File: config.mk
export PLATFORM = sky130hd
export DESIGN_NAME = sorted_list_priority_queue
export DESIGN_NICKNAME = d
export VERILOG_FILES = /design/src/slpq_pkg.sv /design/src/sorted_list_priority_queue.sv /design/src/slpq_useq.sv
export SDC_FILE = /design/constraint.sdc
export NUM_CORES = 2
export LEC_CHECK = 0
export ABC_AREA = 1
export BUFFER_PORTS_ARGS = -buffer_cell sky130_fd_sc_hd__buf_2
export CORE_ASPECT_RATIO = 0.7
export CORE_MARGIN = 3
export CORE_UTILIZATION = 40
export DETAILED_ROUTE_END_ITERATION = 6
export HOLD_SLACK_MARGIN = 0.03
export PLACE_DENSITY = 0.53
export SETUP_SLACK_MARGIN = 0.1
export SLEW_MARGIN = 20
export SYNTH_ARGS = -nofsm -noshare
export SYNTH_HDL_FRONTEND = slang
export SYNTH_HIERARCHICAL = 1
export SYNTH_SLANG_ARGS = --single-unit
File: constraint.sdc
create_clock -name clk -period 16.2 [get_ports clk]
set_clock_uncertainty 0.1 [all_clocks]
set_input_delay 3.24 -clock clk [delete_from_list [all_inputs] [get_ports clk]]
set_output_delay 3.24 -clock clk [all_outputs]
set_load 0.01 [all_outputs]
File: src/slpq_pkg.sv
// ----------------------------------------------------------------------------
// slpq_pkg
// Shared types, field widths and the microcode table for the sorted-list
// priority queue.
// ----------------------------------------------------------------------------
`timescale 1ns / 1ps

package slpq_pkg;

    localparam int MODE_W      = 2;
    localparam int ID_W        = 6;
    localparam int RATING_IN_W = 32;
    localparam int STATUS_W    = 2;

    typedef enum logic [MODE_W-1:0] {
        M_CLEAR  = 2'd0,
        M_INSERT = 2'd1,
        M_POP    = 2'd2,
        M_DELETE = 2'd3
    } mode_t;

    typedef enum logic [STATUS_W-1:0] {
        ST_OK    = 2'd0,
        ST_EMPTY = 2'd1,
        ST_FULL  = 2'd2
    } status_t;

    // microcode addresses
    typedef enum logic [3:0] {
        STEP_IDLE     = 4'd0,
        STEP_CLR      = 4'd1,
        STEP_INS0     = 4'd2,
        STEP_INS_WALK = 4'd3,
        STEP_INS_LINK = 4'd4,
        STEP_INS_PREV = 4'd5,
        STEP_INS_HEAD = 4'd6,
        STEP_POP0     = 4'd7,
        STEP_POP1     = 4'd8,
        STEP_DEL0     = 4'd9,
        STEP_DEL1     = 4'd10,
        STEP_DEL_HEAD = 4'd11,
        STEP_DEL_WALK = 4'd12,
        STEP_DEL_CHK  = 4'd13,
        STEP_DEL_LINK = 4'd14,
        STEP_FIN      = 4'd15
    } step_t;

    typedef enum logic [3:0] {
        C_NEVER,
        C_FULL,
        C_WALK_DONE,
        C_PREV_END,
        C_HEAD_END,
        C_ID_MATCH,
        C_DEL_STOP,
        C_Q_STOP,
        C_OUT_BUSY
    } cond_t;

    typedef enum logic [1:0] {RD_NONE, RD_HEAD, RD_NEXT} rd_sel_t;
    typedef enum logic [1:0] {P_HOLD, P_HEAD, P_NEXT, P_Q} p_sel_t;
    typedef enum logic [1:0] {PV_HOLD, PV_END, PV_P} prev_sel_t;
    typedef enum logic [1:0] {CNT_HOLD, CNT_CLR, CNT_INC} cnt_op_t;
    typedef enum logic [1:0] {H_HOLD, H_END, H_USED, H_NEXT} head_sel_t;
    typedef enum logic [1:0] {NW_NONE, NW_USED_P, NW_PREV_USED, NW_P_NEXT} nw_sel_t;

    typedef struct packed {
        cond_t     cond;
        step_t     jmp;
        step_t     nxt;
        logic      dispatch;    // wait for a word, branch on its mode
        logic      hold;        // suppress actions when the jump is taken
        rd_sel_t   rd_sel;
        p_sel_t    p_sel;
        prev_sel_t prev_sel;
        logic      q_load;
        cnt_op_t   steps_op;
        head_sel_t head_sel;
        cnt_op_t   used_op;
        logic      wr_entry;
        nw_sel_t   nw_sel;
        logic      status_set;
        status_t   status_val;
        logic      resid_load;
        logic      out_load;
    } cw_t;

    typedef struct packed {
        logic full;
        logic walk_done;
        logic prev_end;
        logic head_end;
        logic id_match;
        logic del_stop;
        logic q_stop;
        logic out_busy;
    } flags_t;

    function automatic cw_t ucode(step_t s);
        cw_t w;
        begin
            w = '0;
            w.nxt = STEP_FIN;
            case (s)
                STEP_IDLE:
                begin
                    w.dispatch = 1'b1;
                    w.nxt      = STEP_IDLE;
                end
                STEP_CLR:
                begin
                    w.head_sel   = H_END;
                    w.used_op    = CNT_CLR;
                    w.status_set = 1'b1;
                    w.status_val = ST_OK;
                end
                STEP_INS0:
                begin
                    w.cond       = C_FULL;
                    w.jmp        = STEP_FIN;
                    w.nxt        = STEP_INS_WALK;
                    w.status_set = 1'b1;
                    w.status_val = ST_FULL;
                    w.rd_sel     = RD_HEAD;
                    w.p_sel      = P_HEAD;
                    w.prev_sel   = PV_END;
                    w.steps_op   = CNT_CLR;
                    w.wr_entry   = 1'b1;
                end
                STEP_INS_WALK:
                begin
                    w.cond     = C_WALK_DONE;
                    w.jmp      = STEP_INS_LINK;
                    w.nxt      = STEP_INS_WALK;
                    w.hold     = 1'b1;
                    w.rd_sel   = RD_NEXT;
                    w.p_sel    = P_NEXT;
                    w.prev_sel = PV_P;
                    w.steps_op = CNT_INC;
                end
                STEP_INS_LINK:
                begin
                    w.cond   = C_PREV_END;
                    w.jmp    = STEP_INS_HEAD;
                    w.nxt    = STEP_INS_PREV;
                    w.nw_sel = NW_USED_P;
                end
                STEP_INS_PREV:
                begin
                    w.nw_sel     = NW_PREV_USED;
                    w.used_op    = CNT_INC;
                    w.status_set = 1'b1;
                    w.status_val = ST_OK;
                end
                STEP_INS_HEAD:
                begin
                    w.head_sel   = H_USED;
                    w.used_op    = CNT_INC;
                    w.status_set = 1'b1;
                    w.status_val = ST_OK;
                end
                STEP_POP0:
                begin
                    w.cond       = C_HEAD_END;
                    w.jmp        = STEP_FIN;
                    w.nxt        = STEP_POP1;
                    w.status_set = 1'b1;
                    w.status_val = ST_EMPTY;
                    w.rd_sel     = RD_HEAD;
                end
                STEP_POP1:
                begin
                    w.resid_load = 1'b1;
                    w.head_sel   = H_NEXT;
                    w.status_set = 1'b1;
                    w.status_val = ST_OK;
                end
                STEP_DEL0:
                begin
                    w.cond       = C_HEAD_END;
                    w.jmp        = STEP_FIN;
                    w.nxt        = STEP_DEL1;
                    w.status_set = 1'b1;
                    w.status_val = ST_EMPTY;
                    w.rd_sel     = RD_HEAD;
                    w.p_sel      = P_HEAD;
                    w.steps_op   = CNT_CLR;
                end
                STEP_DEL1:
                begin
                    w.cond   = C_ID_MATCH;
                    w.jmp    = STEP_DEL_HEAD;
                    w.nxt    = STEP_DEL_WALK;
                    w.hold   = 1'b1;
                    w.rd_sel = RD_NEXT;
                    w.q_load = 1'b1;
                end
                STEP_DEL_HEAD:
                begin
                    w.head_sel   = H_NEXT;
                    w.status_set = 1'b1;
                    w.status_val = ST_OK;
                end
                STEP_DEL_WALK:
                begin
                    w.cond     = C_DEL_STOP;
                    w.jmp      = STEP_DEL_CHK;
                    w.nxt      = STEP_DEL_WALK;
                    w.hold     = 1'b1;
                    w.rd_sel   = RD_NEXT;
                    w.p_sel    = P_Q;
                    w.q_load   = 1'b1;
                    w.steps_op = CNT_INC;
                end
                STEP_DEL_CHK:
                begin
                    w.cond = C_Q_STOP;
                    w.jmp  = STEP_FIN;
                    w.nxt  = STEP_DEL_LINK;
                end
                STEP_DEL_LINK:
                begin
                    w.nw_sel     = NW_P_NEXT;
                    w.status_set = 1'b1;
                    w.status_val = ST_OK;
                end
                STEP_FIN:
                begin
                    w.cond     = C_OUT_BUSY;
                    w.jmp      = STEP_FIN;
                    w.nxt      = STEP_IDLE;
                    w.hold     = 1'b1;
                    w.out_load = 1'b1;
                end
                default:
                begin
                    w.nxt = STEP_IDLE;
                end
            endcase
            return w;
        end
    endfunction

endpackage

File: src/sorted_list_priority_queue.sv
// ----------------------------------------------------------------------------
// sorted_list_priority_queue: linked-list priority queue, best rating first
// One word at a time; the result turns valid as the sequencer returns to take the next word.
// Insert and delete walk the list one node per cycle; a stalled result holds the sequencer.
// Reset empties the list (head at end marker, no slots used); no clearing pass.
// ----------------------------------------------------------------------------
`timescale 1ns / 1ps

module sorted_list_priority_queue
#(
    parameter int SLOTS       = 64,
    parameter int RATING_BITS = 32
)
(
    input  logic                                clk,
    input  logic                                rst_n,
    input  logic                                in_valid,
    output logic                                in_ready,
    input  logic [slpq_pkg::MODE_W-1:0]         mode,
    input  logic [slpq_pkg::ID_W-1:0]           expert_id,
    input  logic signed [slpq_pkg::RATING_IN_W-1:0] rating,
    output logic                                out_valid,
    input  logic                                out_ready,
    output logic [slpq_pkg::ID_W-1:0]           result_id,
    output logic [slpq_pkg::STATUS_W-1:0]       status
);
    import slpq_pkg::*;

    localparam int SW = $clog2(SLOTS);
    localparam int PW = $clog2(SLOTS + 1);
    localparam logic [PW-1:0] END_PTR = PW'(SLOTS);
    localparam logic [RATING_BITS-1:0] SIGN_BIT = {1'b1, {(RATING_BITS-1){1'b0}}};

    cw_t    cw;
    logic   act;
    flags_t flags;
    logic   accept;

    // slot memories
    logic [ID_W-1:0]        mem_id   [SLOTS];
    logic [RATING_BITS-1:0] mem_key  [SLOTS];
    logic [PW-1:0]          mem_next [SLOTS];
    logic [ID_W-1:0]        rd_id_reg;
    logic [RATING_BITS-1:0] rd_key_reg;
    logic [PW-1:0]          rd_next_reg;

    // control state
    logic [PW-1:0] head_reg, head_next;
    logic [PW-1:0] used_reg, used_next;
    logic          out_valid_reg, out_valid_next;

    // working registers
    logic [PW-1:0]          p_reg, p_next;
    logic [PW-1:0]          prev_reg, prev_next;
    logic [PW-1:0]          q_reg, q_next;
    logic [PW-1:0]          steps_reg, steps_next;
    logic [ID_W-1:0]        id_reg, id_next;
    logic [RATING_BITS-1:0] key_reg, key_next;
    status_t                status_reg, status_next;
    logic [ID_W-1:0]        resid_reg, resid_next;
    logic [ID_W-1:0]        result_id_reg;
    status_t                status_out_reg;

    logic          rd_en;
    logic [PW-1:0] rd_ptr;
    logic          entry_we;
    logic          nx_we;
    logic [PW-1:0] nx_ptr;
    logic [PW-1:0] nx_data;
    logic          out_fire;
    logic          p_end;
    logic          q_end;
    logic          steps_max;
    logic          gt;

    slpq_useq u_useq
    (
        .clk      (clk),
        .rst_n    (rst_n),
        .in_valid (in_valid),
        .mode     (mode_t'(mode)),
        .flags    (flags),
        .cw       (cw),
        .act      (act)
    );

    assign in_ready  = cw.dispatch;
    assign accept    = in_valid && cw.dispatch;
    assign out_valid = out_valid_reg;
    assign result_id = result_id_reg;
    assign status    = status_out_reg;

    // condition flags
    always_comb
    begin
        p_end     = p_reg >= END_PTR;
        q_end     = q_reg >= END_PTR;
        steps_max = steps_reg >= END_PTR;
        gt        = rd_key_reg > key_reg;

        flags.full      = used_reg >= END_PTR;
        flags.walk_done = p_end || steps_max || !gt;
        flags.prev_end  = prev_reg >= END_PTR;
        flags.head_end  = head_reg >= END_PTR;
        flags.id_match  = rd_id_reg == id_reg;
        flags.q_stop    = steps_max || q_end;
        flags.del_stop  = steps_max || q_end || (rd_id_reg == id_reg);
        flags.out_busy  = out_valid_reg && !out_ready;
    end

    // memory controls
    always_comb
    begin
        rd_en    = act && (cw.rd_sel != RD_NONE);
        rd_ptr   = (cw.rd_sel == RD_HEAD) ? head_reg : rd_next_reg;
        entry_we = act && cw.wr_entry && !flags.full;
        nx_we    = act && (cw.nw_sel != NW_NONE);
        case (cw.nw_sel)
            NW_USED_P:
            begin
                nx_ptr  = used_reg;
                nx_data = p_end ? END_PTR : p_reg;
            end
            NW_PREV_USED:
            begin
                nx_ptr  = prev_reg;
                nx_data = used_reg;
            end
            NW_P_NEXT:
            begin
                nx_ptr  = p_reg;
                nx_data = rd_next_reg;
            end
            default:
            begin
                nx_ptr  = used_reg;
                nx_data = p_reg;
            end
        endcase
    end

    always_ff @(posedge clk)
    begin
        if (entry_we)
        begin
            mem_id[used_reg[SW-1:0]]  <= id_reg;
            mem_key[used_reg[SW-1:0]] <= key_reg;
        end
        if (nx_we)
        begin
            mem_next[nx_ptr[SW-1:0]] <= nx_data;
        end
        if (rd_en)
        begin
            rd_id_reg   <= mem_id[rd_ptr[SW-1:0]];
            rd_key_reg  <= mem_key[rd_ptr[SW-1:0]];
            rd_next_reg <= mem_next[rd_ptr[SW-1:0]];
        end
    end

    // datapath next values
    always_comb
    begin
        head_next   = head_reg;
        used_next   = used_reg;
        p_next      = p_reg;
        prev_next   = prev_reg;
        q_next      = q_reg;
        steps_next  = steps_reg;
        status_next = status_reg;
        resid_next  = resid_reg;
        id_next     = id_reg;
        key_next    = key_reg;
        out_fire    = act && cw.out_load;

        if (accept)
        begin
            id_next    = expert_id;
            // flip the sign bit so an unsigned compare orders signed ratings
            key_next   = RATING_BITS'($unsigned(rating)) ^ SIGN_BIT;
            resid_next = '0;
        end

        if (act)
        begin
            case (cw.p_sel)
                P_HEAD:  p_next = head_reg;
                P_NEXT:  p_next = rd_next_reg;
                P_Q:     p_next = q_reg;
                default: p_next = p_reg;
            endcase
            case (cw.prev_sel)
                PV_END:  prev_next = END_PTR;
                PV_P:    prev_next = p_reg;
                default: prev_next = prev_reg;
            endcase
            if (cw.q_load)
            begin
                q_next = rd_next_reg;
            end
            case (cw.steps_op)
                CNT_CLR: steps_next = '0;
                CNT_INC: steps_next = steps_reg + 1'b1;
                default: steps_next = steps_reg;
            endcase
            case (cw.head_sel)
                H_END:   head_next = END_PTR;
                H_USED:  head_next = used_reg;
                H_NEXT:  head_next = rd_next_reg;
                default: head_next = head_reg;
            endcase
            case (cw.used_op)
                CNT_CLR: used_next = '0;
                CNT_INC: used_next = used_reg + 1'b1;
                default: used_next = used_reg;
            endcase
            if (cw.status_set)
            begin
                status_next = cw.status_val;
            end
            if (cw.resid_load)
            begin
                resid_next = rd_id_reg;
            end
        end

        if (out_fire)
        begin
            out_valid_next = 1'b1;
        end
        else if (out_ready)
        begin
            out_valid_next = 1'b0;
        end
        else
        begin
            out_valid_next = out_valid_reg;
        end
    end

    always_ff @(posedge clk or negedge rst_n)
    begin
        if (!rst_n)
        begin
            head_reg      <= END_PTR;
            used_reg      <= '0;
            out_valid_reg <= 1'b0;
        end
        else
        begin
            head_reg      <= head_next;
            used_reg      <= used_next;
            out_valid_reg <= out_valid_next;
        end
    end

    always_ff @(posedge clk)
    begin
        p_reg      <= p_next;
        prev_reg   <= prev_next;
        q_reg      <= q_next;
        steps_reg  <= steps_next;
        status_reg <= status_next;
        resid_reg  <= resid_next;
        id_reg     <= id_next;
        key_reg    <= key_next;
        if (out_fire)
        begin
            result_id_reg  <= resid_reg;
            status_out_reg <= status_reg;
        end
    end

    // sequencer leaves the dispatch step once a word is taken
    a_leave_idle: assert property (@(posedge clk) disable iff (!rst_n)
        (in_valid && in_ready) |=> !in_ready)
        else $error("sequencer still ready after accepting a word");

    a_used_bound: assert property (@(posedge clk) disable iff (!rst_n)
        used_reg <= END_PTR)
        else $error("slot count beyond capacity");

    // head is either the end marker or a slot already handed out
    a_head_live: assert property (@(posedge clk) disable iff (!rst_n)
        (head_reg == END_PTR) || (head_reg < used_reg))
        else $error("head points at an unused slot");

    a_resid_zero: assert property (@(posedge clk) disable iff (!rst_n)
        (out_valid && (status != ST_OK)) |-> (result_id == '0))
        else $error("nonzero id on a failed operation");

endmodule

File: src/slpq_useq.sv
// ----------------------------------------------------------------------------
// slpq_useq
// Microcode sequencer: step counter, control word table, conditional jumps
// and the mode dispatch on an accepted word.
// ----------------------------------------------------------------------------
`timescale 1ns / 1ps

module slpq_useq
(
    input  logic            clk,
    input  logic            rst_n,
    input  logic            in_valid,
    input  slpq_pkg::mode_t mode,
    input  slpq_pkg::flags_t flags,
    output slpq_pkg::cw_t   cw,
    output logic            act
);
    import slpq_pkg::*;

    step_t upc_reg;
    step_t upc_next;
    logic  take;

    assign cw = ucode(upc_reg);

    always_comb
    begin
        case (cw.cond)
            C_NEVER:     take = 1'b0;
            C_FULL:      take = flags.full;
            C_WALK_DONE: take = flags.walk_done;
            C_PREV_END:  take = flags.prev_end;
            C_HEAD_END:  take = flags.head_end;
            C_ID_MATCH:  take = flags.id_match;
            C_DEL_STOP:  take = flags.del_stop;
            C_Q_STOP:    take = flags.q_stop;
            C_OUT_BUSY:  take = flags.out_busy;
            default:     take = 1'b0;
        endcase

        act = !(cw.hold && take);

        if (cw.dispatch)
        begin
            if (in_valid)
            begin
                case (mode)
                    M_CLEAR:  upc_next = STEP_CLR;
                    M_INSERT: upc_next = STEP_INS0;
                    M_POP:    upc_next = STEP_POP0;
                    M_DELETE: upc_next = STEP_DEL0;
                    default:  upc_next = STEP_IDLE;
                endcase
            end
            else
            begin
                upc_next = STEP_IDLE;
            end
        end
        else if (take)
        begin
            upc_next = cw.jmp;
        end
        else
        begin
            upc_next = cw.nxt;
        end
    end

    always_ff @(posedge clk or negedge rst_n)
    begin
        if (!rst_n)
        begin
            upc_reg <= STEP_IDLE;
        end
        else
        begin
            upc_reg <= upc_next;
        end
    end

endmodule

==> impl_metrics.env <==
export IMPL_cts_resized=0
export IMPL_drv_cap=0
export IMPL_hold_path_class="reg2reg"
export IMPL_min_from="resid_reg[5]$_DFF_P_"
export IMPL_die_w_um=695
export IMPL_grt_use_met2_pct=33.9
export IMPL_reg2reg_from="u_useq/upc_reg[3]$_DFF_PN0_"
export IMPL_cts_sinks=3026
export IMPL_clk_pin_slew_ns=0.07
export IMPL_routed_wl_um=423000
export IMPL_postCtsSetupBuffers=0
export IMPL_final_min_clock_period_ns=7.27
export IMPL_avgSynthCellArea_um2=10.3
export IMPL_vias_per_cell=5.24
export IMPL_core_area_um2=330000
export IMPL_violations="DRC"
export IMPL_report_final_slew_viol_count=0
export IMPL_netlist_instances=12900
export IMPL_start_kind="flip-flop"
export IMPL_cp_required_ns=16.70
export IMPL_io_buffers=53
export IMPL_num_io_pins=54
export IMPL_rows=176
export IMPL_drc=12
export IMPL_fillers=30600
export IMPL_drtPass1Iterations=7
export IMPL_yosysWarnings=6
export IMPL_die_area_um2=339000
export IMPL_use_met3_pct=6.85
export IMPL_use_met1_pct=37.4
export IMPL_grt_max_degree=204
export IMPL_tightestPinTransition_ns=1.22
export IMPL_wl_per_cell_um=24.3
export IMPL_slew_headroom_pct=18.3
export IMPL_synth_nets=13000
export IMPL_dpl_hpwl_um=237000
export IMPL_rsz0062_at_grt="false"
export IMPL_outcome="finished with violations"
export IMPL_critPathArrivalTime_ns=7.77
export IMPL_clockBufferDepth=4
export IMPL_power_density_nw_per_um2=216
export IMPL_clock_fmax_mhz=138
export IMPL_routabilityCongestion=0.894
export IMPL_power_total_uw=31900
export IMPL_areaGrowthSynthToFinish_pct=11.2
export IMPL_worst_setup_path_end_kind="flip-flop"
export IMPL_path_class="reg2reg"
export IMPL_first_global_vias=84500
export IMPL_clockRootBuffer="clkbuf_16"
export IMPL_largest_register_ffs=2048
export IMPL_crit_start="u_useq/upc_reg[3]$_DFF_PN0_"
export IMPL_cts_inserted_buffers=307
export IMPL_hold_buffers=0
export IMPL_vias=91200
export IMPL_initial_utilization_pct=40.3
export IMPL_cp_max_fo=203
export IMPL_hold_viol_final=0
export IMPL_die_y_um=488
export IMPL_clk_latency_ns=0.91
export IMPL_drtIter0Drc=12300
export IMPL_drive_gt1_share_pct=6.33
export IMPL_final_nets=12900
export IMPL_htreeDepth=5
export IMPL_antenna_found_initial=35
export IMPL_grt_pass1_wl_um=603000
export IMPL_cts_tree="done"
export IMPL_grt_busiest_layer="met1"
export IMPL_ir_worst_vdd_uv=384
export IMPL_min_period_over_period_pct=44.9
export IMPL_setup_viol=0
export IMPL_postRouteAntennaNets=0
export IMPL_grt_overflow=0
export IMPL_grt_util_all_layers_pct=24.4
export IMPL_tns_ns=0
export IMPL_p_leak_uw=0.0618
export IMPL_syn_cell_area_um2=133000
per-stage QoR:
| step | hold slack (ns) | instances | area, um2 | setup WS, ns | util, % |
|---|---|---|---|---|---|
| 2_1_floorplan | 0.300 | 12900 | 133000 | 9.62 | - |
| 3_5_place_dp | 0.319 | 16900 | 138000 | 8.90 | 42.0 |
| 3_3_place_gp | 0.329 | 16900 | 138000 | 8.97 | 42.0 |
| 5_1_grt | 0.350 | 17400 | 148000 | 8.67 | 44.8 |
| 6_report | 0.331 | 17400 | 148000 | 8.93 | 44.8 |
| 4_1_cts | 0.334 | 17400 | 148000 | 9.12 | 44.8 |
per-layer routing:
| layer | up-vias | share of wire [%] |
|---|---|---|
| met4 | 2 | 2.5 |
| met1 | 44600 | 45 |
| met5 | - | 0.0031 |
| li1 | 41700 | - |
| met3 | 533 | 12 |
| met2 | 4270 | 40 |
report_power, final:
| part | total, uW | internal, uW | leakage [uW] | switching, uW |
|---|---|---|---|---|
| combinational | 15500 | 3560 | 0.0299 | 12000 |
| clock | 6900 | 3840 | 0.00459 | 3060 |
| sequential | 9430 | 9300 | 0.0273 | 132 |
path summary, 6_finish.rpt:
check                                               to  slack [ns]  cells after the start
min in group asynchronous  u_useq/upc_reg[1]$_DFF_PN0_        2.23                      1
max reg2reg                   rd_key_reg[15]$_DFFE_PP_        8.93                     20
max                           rd_key_reg[15]$_DFFE_PP_        8.93                     20
min reg2reg                     result_id[5]$_DFFE_PP_        0.33                      0
max in group asynchronous      head_reg[6]$_DFFE_PN1P_       13.42                      1
min                             result_id[5]$_DFFE_PP_        0.33                      0
worst max-delay path: stages, from the launching register on:
cell and delay (ns):
dfrtp_1 0.47, nor2_2 0.36, clkinv_2 0.20, nor2_2 0.17, inv_2 0.06, nand2_2 0.10
inv_1 0.12, nand2_2 0.40, nand2_2 0.06, buf_4 0.25, nand2_4 0.76, buf_12 0.55
buf_12 0.73, buf_4 0.83, nand2_1 0.12, nand3_1 0.10, nand3_1 0.10, nand3_1 0.12
nand3_1 0.37, nand3_1 0.44, nand2_1 0.10
cell type report:
cell class / count / area, um2 / area share [%]
Inverter: 2829 / 10600 / 7.20
Clock buffer: 380 / 8080 / 5.47
Sequential cell: 3026 / 90700 / 61.4
Tap cell: 4361 / 5460 / 3.69
Multi-Input combinational cell: 6362 / 29300 / 19.8
Timing Repair Buffer: 285 / 2270 / 1.54
Antenna cell: 4 / 10.0 / 0.00677
Clock inverter: 161 / 1340 / 0.904
placed cells by master (no fill, tap or decap), types with 5 or more instances in the layout:
cell	n
a21oi_1	25
o21a_1	8
dfxtp_1	6
o211ai_1	7
inv_2	13
nor2_2	6
clkinv_1	75
inv_1	2812
dfrtp_1	18
nand2_2	23
nor3_1	8
buf_12	20
o21ai_4	6
a22oi_1	6
nor2_1	110
inv_6	11
nor2_4	70
edfxtp_1	3001
nand2_1	2916
ha_1	42
clkbuf_16	313
clkinvlp_4	7
bufinv_16	18
nand3_1	3060
clkinv_2	39
buf_4	210
o221ai_4	7
nand4_1	13
nand2_4	5
clkbuf_1	67
buf_2	53
o21ai_0	23
Note: power is estimated with default switching activity, not from simulation.
